===== src/hw/rtl/multi_buffer_ring_manager_assert.svh =====
// Assertion macros for the ring manager.
`ifndef MULTI_BUFFER_RING_MANAGER_ASSERT_SVH
`define MULTI_BUFFER_RING_MANAGER_ASSERT_SVH

`ifndef SYNTH

// Clocked assertion, disabled while reset is asserted.
`define MBRM_ASSERT(lbl, prop, msg) \
  lbl: assert property (@(posedge clk_i) disable iff (!rst_ni) (prop)) else $error(msg);

// Clocked assertion that also holds during reset.
`define MBRM_ASSERT_NR(lbl, prop, msg) \
  lbl: assert property (@(posedge clk_i) (prop)) else $error(msg);

`else

`define MBRM_ASSERT(lbl, prop, msg)
`define MBRM_ASSERT_NR(lbl, prop, msg)

`endif

`endif


===== src/hw/rtl/mbrm_pkg.sv =====
package mbrm_pkg;

  localparam logic [1:0] REQ_COMMIT = 2'd0;
  localparam logic [1:0] REQ_TAKE   = 2'd1;
  localparam logic [1:0] REQ_FLUSH  = 2'd2;
  localparam logic [1:0] REQ_CLEAR  = 2'd3;

  localparam logic [15:0] BUF_SIZE_RST = 16'd4096;

  typedef struct packed {
    logic [1:0]  req_type;
    logic [15:0] byte_count;
  } in_t;

  typedef struct packed {
    logic [3:0]  write_buffer;
    logic [15:0] write_offset;
    logic [15:0] write_space;
    logic [3:0]  read_buffer;
    logic [15:0] read_fill;
    logic [3:0]  ready_buffers;
    logic        buffer_completed;
    logic        read_granted;
    logic        overflow_error;
  } out_t;

endpackage


===== src/hw/rtl/mbrm_ram.sv =====
module mbrm_ram #(
  parameter int WIDTH = 16,
  parameter int DEPTH = 16
) (
  input  logic                     clk_i,
  input  logic                     we_i,
  input  logic [$clog2(DEPTH)-1:0] waddr_i,
  input  logic [WIDTH-1:0]         wdata_i,
  input  logic [$clog2(DEPTH)-1:0] raddr0_i,
  input  logic [$clog2(DEPTH)-1:0] raddr1_i,
  output logic [WIDTH-1:0]         rdata0_o,
  output logic [WIDTH-1:0]         rdata1_o
);

  logic [WIDTH-1:0] mem_q [DEPTH];

  // Read returns the old contents on a same-address write.
  always_ff @(posedge clk_i) begin
    if (we_i) begin
      mem_q[waddr_i] <= wdata_i;
    end
    rdata0_o <= mem_q[raddr0_i];
    rdata1_o <= mem_q[raddr1_i];
  end

endmodule


===== src/hw/rtl/multi_buffer_ring_manager.sv =====
// Channel | Dir | Payload              | Handshake
// --------+-----+----------------------+------------------------------------
// in      | in  | in_data_i  (in_t)    | in_valid_i / in_stall_o
// out     | out | out_data_o (out_t)   | out_valid_o / out_stall_i
// cfg     | in  | cfg_data_i (16 bit)  | cfg_we_i, buffer_size
//
// One request per cycle sustained while in_stall_o is low. Once a request is
// taken, its result is registered into the output or skid entry when there is
// room: state updates and the fill RAM's registered read of the new slots
// happen at the taking edge. in_stall_o rises only when a result is pending
// and the skid entry is also held. Reset clears the per-buffer valid bits so
// every fill reads zero at once; no clearing pass is needed.
`include "multi_buffer_ring_manager_assert.svh"

module multi_buffer_ring_manager
  import mbrm_pkg::*;
#(
  parameter int NUM_BUFFERS = 16
) (
  input  logic        clk_i,
  input  logic        rst_ni,
  input  logic        in_valid_i,
  output logic        in_stall_o,
  input  in_t         in_data_i,
  output logic        out_valid_o,
  input  logic        out_stall_i,
  output out_t        out_data_o,
  input  logic        cfg_we_i,
  input  logic [15:0] cfg_data_i
);

  localparam int IW = $clog2(NUM_BUFFERS);
  localparam logic [IW-1:0] LAST = IW'(NUM_BUFFERS - 1);

  function automatic logic [IW-1:0] next_slot(input logic [IW-1:0] i);
    return (i == LAST) ? '0 : i + 1'b1;
  endfunction

  // Ring state
  logic [15:0]            bsize_q;
  logic [IW-1:0]          wr_idx_q, wr_idx_d;
  logic [IW-1:0]          rd_idx_q, rd_idx_d;
  logic [IW-1:0]          full_q, full_d;
  logic                   ovf_q, ovf_d;
  logic [NUM_BUFFERS-1:0] valid_q, valid_d;

  // Fill RAM access and forwarding
  logic          we;
  logic [IW-1:0] waddr;
  logic [15:0]   wdata;
  logic [15:0]   ram_rd0, ram_rd1;
  logic          byp_w_q, byp_r_q, vld_w_q, vld_r_q;
  logic [15:0]   byp_data_q;
  logic [15:0]   wfill, rfill;

  // Step control
  logic        acc;
  logic [16:0] sum;
  logic        step_cmp, step_gnt;

  // Result path
  logic pend_q, pend_cmp_q, pend_gnt_q;
  logic out_vld_q, skid_vld_q;
  out_t out_q, skid_q, res;
  logic take, push;

  mbrm_ram #(
    .WIDTH(16),
    .DEPTH(NUM_BUFFERS)
  ) u_fill_ram (
    .clk_i   (clk_i),
    .we_i    (we),
    .waddr_i (waddr),
    .wdata_i (wdata),
    .raddr0_i(wr_idx_d),
    .raddr1_i(rd_idx_d),
    .rdata0_o(ram_rd0),
    .rdata1_o(ram_rd1)
  );

  assign wfill = byp_w_q ? byp_data_q : (vld_w_q ? ram_rd0 : '0);
  assign rfill = byp_r_q ? byp_data_q : (vld_r_q ? ram_rd1 : '0);

  assign in_stall_o = pend_q && skid_vld_q;
  assign acc        = in_valid_i && !in_stall_o;
  assign sum        = {1'b0, wfill} + {1'b0, in_data_i.byte_count};

  always_comb begin
    wr_idx_d = wr_idx_q;
    rd_idx_d = rd_idx_q;
    full_d   = full_q;
    ovf_d    = ovf_q;
    valid_d  = valid_q;
    we       = 1'b0;
    waddr    = wr_idx_q;
    wdata    = sum[15:0];
    step_cmp = 1'b0;
    step_gnt = 1'b0;
    if (acc) begin
      case (in_data_i.req_type)
        REQ_COMMIT: begin
          if (sum > {1'b0, bsize_q}) begin
            ovf_d = 1'b1;
          end else if (in_data_i.byte_count != '0) begin
            we = 1'b1;
            if (sum[15:0] == bsize_q) begin
              wr_idx_d = next_slot(wr_idx_q);
              if (full_q != LAST) begin
                full_d = full_q + 1'b1;
              end
              step_cmp = 1'b1;
            end
          end
        end
        REQ_TAKE: begin
          if (full_q != '0) begin
            we       = 1'b1;
            waddr    = rd_idx_q;
            wdata    = '0;
            full_d   = full_q - 1'b1;
            rd_idx_d = next_slot(rd_idx_q);
            step_gnt = 1'b1;
          end
        end
        REQ_FLUSH: begin
          wr_idx_d = rd_idx_q;
          full_d   = LAST;
        end
        REQ_CLEAR: begin
          ovf_d = 1'b0;
        end
        default: begin
        end
      endcase
    end
    if (we) begin
      valid_d[waddr] = 1'b1;
    end
  end

  always_ff @(posedge clk_i or negedge rst_ni) begin
    if (!rst_ni) begin
      bsize_q  <= BUF_SIZE_RST;
      wr_idx_q <= '0;
      rd_idx_q <= LAST;
      full_q   <= '0;
      ovf_q    <= 1'b0;
      valid_q  <= '0;
      byp_w_q  <= 1'b0;
      byp_r_q  <= 1'b0;
      vld_w_q  <= 1'b0;
      vld_r_q  <= 1'b0;
    end else begin
      if (cfg_we_i) begin
        bsize_q <= cfg_data_i;
      end
      wr_idx_q <= wr_idx_d;
      rd_idx_q <= rd_idx_d;
      full_q   <= full_d;
      ovf_q    <= ovf_d;
      valid_q  <= valid_d;
      // Forward this cycle's write past the RAM's read-before-write port
      byp_w_q  <= we && (waddr == wr_idx_d);
      byp_r_q  <= we && (waddr == rd_idx_d);
      vld_w_q  <= valid_q[wr_idx_d];
      vld_r_q  <= valid_q[rd_idx_d];
    end
  end

  always_ff @(posedge clk_i) begin
    byp_data_q <= wdata;
  end

  // Result reflects the state left by the pending transaction
  always_comb begin
    res.write_buffer     = 4'(wr_idx_q);
    res.write_offset     = wfill;
    res.write_space      = ((wr_idx_q == rd_idx_q) || (wfill >= bsize_q)) ? '0
                                                                           : bsize_q - wfill;
    res.read_buffer      = 4'(rd_idx_q);
    res.read_fill        = rfill;
    res.ready_buffers    = 4'(full_q);
    res.buffer_completed = pend_cmp_q;
    res.read_granted     = pend_gnt_q;
    res.overflow_error   = ovf_q;
  end

  assign take = out_vld_q && !out_stall_i;
  assign push = pend_q && (take || !skid_vld_q);

  always_ff @(posedge clk_i or negedge rst_ni) begin
    if (!rst_ni) begin
      pend_q     <= 1'b0;
      out_vld_q  <= 1'b0;
      skid_vld_q <= 1'b0;
    end else begin
      if (acc) begin
        pend_q <= 1'b1;
      end else if (push) begin
        pend_q <= 1'b0;
      end
      if (take) begin
        if (skid_vld_q) begin
          skid_vld_q <= push;
        end else begin
          out_vld_q <= push;
        end
      end else if (push) begin
        if (!out_vld_q) begin
          out_vld_q <= 1'b1;
        end else begin
          skid_vld_q <= 1'b1;
        end
      end
    end
  end

  always_ff @(posedge clk_i) begin
    if (acc) begin
      pend_cmp_q <= step_cmp;
      pend_gnt_q <= step_gnt;
    end
    if (take) begin
      if (skid_vld_q) begin
        out_q <= skid_q;
        if (push) begin
          skid_q <= res;
        end
      end else if (push) begin
        out_q <= res;
      end
    end else if (push) begin
      if (!out_vld_q) begin
        out_q <= res;
      end else begin
        skid_q <= res;
      end
    end
  end

  assign out_valid_o = out_vld_q;
  assign out_data_o  = out_q;

  `MBRM_ASSERT_NR(a_skid_needs_out, skid_vld_q |-> out_vld_q, "skid without output entry")
  `MBRM_ASSERT(a_commit_advances, step_cmp |=> (wr_idx_q != $past(wr_idx_q)), "no advance")
  `MBRM_ASSERT(a_take_decrements, step_gnt |=> (full_q == $past(full_q) - 1'b1), "no decrement")

endmodule


===== config.mk =====
export PLATFORM = sky130hd
export DESIGN_NAME = multi_buffer_ring_manager
export DESIGN_NICKNAME = d
export VERILOG_FILES = /design/src/hw/rtl/mbrm_pkg.sv /design/src/hw/rtl/mbrm_ram.sv /design/src/hw/rtl/multi_buffer_ring_manager.sv
export VERILOG_INCLUDE_DIRS = /design/src /design/src/hw/rtl
export SDC_FILE = /design/constraint.sdc
export NUM_CORES = 1
export LEC_CHECK = 0
export ABC_AREA = 1
export BUFFER_PORTS_ARGS = -buffer_cell sky130_fd_sc_hd__buf_2
export CELL_PAD_IN_SITES_DETAIL_PLACEMENT = 2
export CELL_PAD_IN_SITES_GLOBAL_PLACEMENT = 2
export CORE_MARGIN = 5
export CORE_UTILIZATION = 30
export CTS_BUF_LIST = sky130_fd_sc_hd__clkbuf_16
export DETAILED_ROUTE_END_ITERATION = 8
export PLACE_DENSITY_LB_ADDON = 0.1
export REMOVE_ABC_BUFFERS = 1
export SETUP_SLACK_MARGIN = 0.2
export SYNTH_ARGS = -nofsm -noshare
export SYNTH_HDL_FRONTEND = slang
export SYNTH_SLANG_ARGS = --single-unit

===== constraint.sdc =====
create_clock -name clk_i -period 10.7 [get_ports clk_i]
set_clock_uncertainty 0.1 [all_clocks]
set_input_delay 1.07 -clock clk_i [delete_from_list [all_inputs] [get_ports clk_i]]
set_output_delay 1.07 -clock clk_i [all_outputs]
set_load 0.005 [all_outputs]

### Word level (Yosys, flattened, before mapping)

Memories as Yosys holds them, arrays and structs flattened. A register that Yosys moved wholly into a read port is not among the register bits.
Index checks and enable logic that the tools add are counted.

| operators by class | value |
|---|---|
| reductions and logical operators | 28 |
| $lt $le $gt $ge | 6 |
| equality and inequality tests | 19 |
| bitwise operators | 3 |
| add/subtract/negate cells | 6 |
| multiplexer cells | 61 |

Operators with widths:

| operator | number |
|---|---|
| 2-to-1 mux 63 bit | 9 |
| 2-to-1 mux 16 bit | 8 |
| 2-to-1 mux 4 bit | 17 |
| 2-to-1 mux 1 bit | 20 |
| adder 16 x 16 -> 17 bit | 1 |
| > comparator 17 x 16 -> 1 bit | 1 |
| == test 16 bit | 1 |
| >= comparator 16 bit | 1 |
| inequality test 2 bit, second input constant | 8 |
| OR 16 bit | 1 |
| nonzero test 16 bit | 1 |
| subtractor 16 bit | 1 |
| < comparator 4 x 5 -> 1 bit, second input constant | 3 |
| adder 4 x 1 -> 4 bit, second input constant | 3 |
| == test 4 bit | 3 |
| case mux 4 bit (3 select lines) | 1 |
| nonzero test 2 bit | 5 |
| AND reduction 3 bit | 3 |
| binary-select mux 1 bit (select 4 bit) | 2 |
| == test 4 bit, second input constant | 2 |
| case mux 4 bit (2 select lines) | 1 |
| logical AND 1 bit | 7 |
| AND reduction 7 bit | 1 |
| demux 1 bit (select 4 bit) | 1 |
| other kinds (15) | 22 |

| word-level totals | value |
|---|---|
| bits in writable memories | 256 |
| bits of input ports | 39 |
| flip-flop bits (word level) | 196 |
| output and inout port bits | 65 |
| memories | 1 |

Memory list:

| memory | words | width | rd ports | clocked after Yosys merged registers in | write ports | RTL line | text |
|---|---|---|---|---|---|---|---|
| u_fill_ram.mem_q | 16 | 16 | 2 | 2 | 1 | mbrm_ram.sv:15 | `logic [WIDTH-1:0] mem_q [DEPTH];` |

### Longest topological paths before layout

| depth | value |
|---|---|
| depth after elaboration | 11 |
| mapped depth | 48 |

### Modules after synthesis

Synthesis repeated with hierarchy kept, for this count alone.

| second synthesis, totals | value |
|---|---|
| cells, all modules | 2847 |
| area total of the unflattened synthesis | 24918.9 µm² |

By module, submodules not included:

| module | area an instance (µm²) | instances | cells each | seq. area each (µm²) |
|---|---|---|---|---|
| mbrm_ram | 14362.5 | 1 | 1673 | 8328.0 |
| multi_buffer_ring_manager | 10556.4 | 1 | 1174 | 5471.5 |

### Worst setup path before layout

Ideal clock, no wire load.

| timing path | value |
|---|---|
| path kind | in2reg |
| start point | input out_stall_i |
| end point | register out_q (netlist bit out_data_o[0]), enable pin |
| required time | 10.022 ns |
| arrival | 5.962 ns |
| path slack | 4.059 ns |
| path buffers | 0 |
| cell stages on the path | 3 |
| cell sequence | nor2_1 nor2_1 a211oi_1 |

| on the way | value |
|---|---|
| cells in the longest elaborated chain, start to end | 6 |
| elaborated cells on any way between the ends | 8 |
| those cells by class | eq/ne: 1; reduce/logical: 7 |

Ends and longest elaborated chain:

| what | RTL line | text |
|---|---|---|
| start, declared | multi_buffer_ring_manager.sv:26 | `input logic out_stall_i,` |
| zero test 1 bit (*) | multi_buffer_ring_manager.sv:188 | `assign take = out_vld_q && !out_stall_i;` |
| logical AND 1 bit (*) | multi_buffer_ring_manager.sv:188 |  |
| logical OR 1 bit | multi_buffer_ring_manager.sv:189 | `assign push = pend_q && (take \|\| !skid_vld_q);` |
| logical AND 1 bit | multi_buffer_ring_manager.sv:189 |  |
| nonzero test 2 bit (no source line) | -- |  |
| AND reduction 3 bit (no source line) (*) | -- |  |
| end signal, assigned | multi_buffer_ring_manager.sv:225 | `out_q <= skid_q;` |
| end signal, assigned | multi_buffer_ring_manager.sv:230 | `out_q <= res;` |
| end signal, assigned | multi_buffer_ring_manager.sv:234 | `out_q <= res;` |
| end, declared | multi_buffer_ring_manager.sv:64 | `out_t out_q, skid_q, res;` |

Every way passes the cells marked *; elsewhere a longest branch is shown, timed or not.
A chain may end at the register's enable or synchronous reset.

==> impl_metrics.csv <==
group,metric,value,unit
setup_path,max_stage_delay,0.73,ns
synthesis,synth-compound-area-share,10.93,%
setup_path,start_kind,"register",
synthesis,synth-adder-area-share,2.939,%
placement,io_buffer_count,103,
synthesis,async_reset_ff_share,10.74,%
grt,track_usage,22.18,%
detailed_routing,wl_per_cell,25.26,um
detailed_routing,drc,0,
synthesis,synth_common_cells,"nand2_1, edfxtp_1, inv_1, nand3_1, o21ai_0",
grt,grt_pass1_wl,144800,um
power,leakage,11.95,nW
clock_network,post_cts_resized,0,
synthesis,synth_edf_count,384,
synthesis,synth_top_family_by_area,"simple AND/OR/NAND/NOR gates",
timing,fin_crit,7.889,ns
setup_path,cp_slowest_cell,"dfrtp_1",
placement,gp_congestion,0.8333,
final_layout,syn_to_final_growth,13.64,%
synthesis,synth_most_common_cell,"nand2_1",
synthesis,syn-mean-instance-area,8.978,um2
setup_path,worstSetupEndpointType,"register",
synthesis,syn_inst,2741,
clock_network,cts_tree,"done",
synthesis,synth_area_leader_cell,"edfxtp_1",
final_layout,stdcell_area,0.02797,mm2
floorplan,die_x,296.4,um
setup_path,path_class,"register to register",
clock_network,htree_levels,2,
synthesis,yosysWarnings,0,
floorplan,core_area,0.08172,mm2
placement,dp_hpwl,60690,um
outcome,outcome,"complete, no violations",
detailed_routing,wirelength,98960,um
setup_path,cp_max_fo,45,
synthesis,synth_top_area_share,46.86,%
synthesis,synthesis.area,0.02461,mm2
setup_path,cp_common_cell,"nand2_1",
synthesis,ys_types,52,
timing,rsz0062_at_grt,"false",
detailed_routing,ant_nets,0,
floorplan,row_count,105,
floorplan,die_h,296.4,um
timing,hold_viol,0,
synthesis,synth_mux_area_share,0.09152,%
placement,placed_area,0.02618,mm2
detailed_routing,avgViaCountPerCell,5.199,
timing,fmaxAchievable,126.8,MHz
timing,setup_violations,0,
synthesis,ys_ff_latch,484,
grt,grt_max_degree,106,
flow_run,maxCapViolations,0,
clock_network,post_cts_buffers,0,
detailed_routing,drt_iter0_markers,884,
grt,grt_remaining_overflow,0,
timing,fin_crit_sh,73.73,%
floorplan,initial_core_util,30.11,%
clock_network,root_buffer,"clkbuf_16",
floorplan,dieArea,0.08786,mm2
grt,antenna_found_initial,6,
timing,fin_tns_setup,0,ns
synthesis,yosysSeqAreaShare,56.08,%
synthesis,yosys.area_share.xor_xnor,1.032,%
clock_network,cts.sinks,484,
clock_network,cts_buffer_depth,3,
detailed_routing,vias,20360,
clock_network,cts_hold_buf,0,
synthesis,synthSimpleGateAreaFrac,20.86,%
power,ir_drop,0.1494,mV
detailed_routing,first_pass_iters,5,
grt,grt_pass1_vias,22180,
setup_path,cp_data_arrival_time,8.31,ns
clock_network,clk_latency,0.64,ns
floorplan,num_io_pins,104,
synthesis,synthTopCellsByArea,"edfxtp_1, nand2_1, nand3_1",
worst_hold_path,min-delay-path-class,"register to register",
clock_network,clk_pin_slew,0.06,ns
timing,worst_slew_pin_slew,1.358,ns
timing,finalMaxSlewViolations,0,
final_layout,nets,2889,
clock_network,cts_buffers,58,
synthesis,synth-main-ff-cell,"edfxtp_1",
final_layout,drive_gt1_share,10.41,%
setup_path,cp.required,11.12,ns
power,power_density,362.3,mW/mm2
timing,slew_headroom,9.103,%
area by class of cell:
type | instances | area, um2
diodes | 3 | 7.507
clock buffers | 58 | 1451
clock inverters | 52 | 325.3
fillers | 9072 | 53750
inverters | 324 | 1217
multi-input cells | 1785 | 9012
flip-flops and latches | 484 | 13800
well taps | 1070 | 1339
repair buffers | 141 | 813.3
flip-flops by register name, indices dropped and copies added (netlist names), 16 cells and up:
signal	flops
u_fill_ram.mem_q	256
out_data_o	63
skid_q	63
bsize_q	16
byp_data_q	16
u_fill_ram.rdata0_o	16
u_fill_ram.rdata1_o	16
valid_q	16
final timing paths:
kind / start / end / slack [ns] / depth (start not counted)
worst max-delay path: byp_w_q$_DFF_PN0_ / u_fill_ram.rdata0_o[3]$_DFF_P_ / 2.81 / 40
worst min-delay path: pend_gnt_q$_SDFFCE_PN0P_ / skid_q[1]$_DFFE_PP_ / 0.35 / 0
worst max register to register: byp_w_q$_DFF_PN0_ / u_fill_ram.rdata0_o[3]$_DFF_P_ / 2.81 / 40
worst min register to register: pend_gnt_q$_SDFFCE_PN0P_ / skid_q[1]$_DFFE_PP_ / 0.35 / 0
max in group asynchronous: rst_ni / valid_q[9]$_DFFE_PN0P_ / 9.41 / 2
min in group asynchronous: rst_ni / full_q[3]$_DFFE_PN0P_ / 0.53 / 2
critical path: cells and delay by family, from the launching register on:
family          cells  cell delay (ns)
flops               1             0.73
simple gates       24             3.27
compound gates      8             1.60
fa+ha+maj           2             0.63
buf+inv             6             1.30
report_power, final:
group          internal (W)  switching (W)  total (W)
logic               0.00131        0.00365    0.00495
registers           0.00303       0.000270    0.00330
clock network       0.00105       0.000828    0.00188
stage by stage:
stage                     hold WS (ns)  total power, W  util, %  worst slack [ns]  std cells
after global routing            0.3591         0.01083    34.21             2.049       3914
after CTS                       0.3515         0.01027    34.21             2.863       3914
final                           0.3490         0.01013    34.22             2.811       3917
after detailed placement        0.3403        0.008343    32.04             2.890       3804
after floorplan                 0.3249        0.006097        -             1.906       2593
after global placement          0.3262        0.008176    32.04             3.259       3804
routing by layer:
metal	track usage [%]	routed length, um	vias up
li1	-	-	9333
met1	28.80	44080	10480
met2	39.39	48270	398
met3	2.397	3551	150
met4	6.340	3049	2
met5	0	13	-
cell families after synthesis:
kind of cell / count (synthesis)
AND/OR/NAND/NOR: 1223
XOR/XNOR: 29
multiplexers: 2
AO/OA/AOI/OAI: 475
buffers and inverters: 472
adder cells (fa/ha/maj): 56
flip-flops: 484
cells in the final DEF (no fill, tap or decap), types with 7 or more instances in the layout:
master,netlist,routed
xor2_1,23,22
clkbuf_16,0,58
o221ai_1,35,35
nand4_1,9,9
buf_4,19,37
nand2_1,676,673
clkinv_2,1,11
o21ai_1,8,8
buf_2,60,103
nand2_2,8,7
dfxtp_1,48,48
nand3_1,275,275
ha_1,53,53
edfxtp_1,384,384
nand3_2,8,8
a21oi_1,94,94
clkinv_1,0,19
nor2_2,2,7
a31oi_1,20,20
nor2_4,1,15
o21ai_0,261,261
inv_2,6,9
dfrtp_1,47,47
nor2_1,214,195
a22oi_1,15,15
inv_1,317,327
or2_2,8,8
o211ai_1,18,18
(Power assumes the default switching activity.)
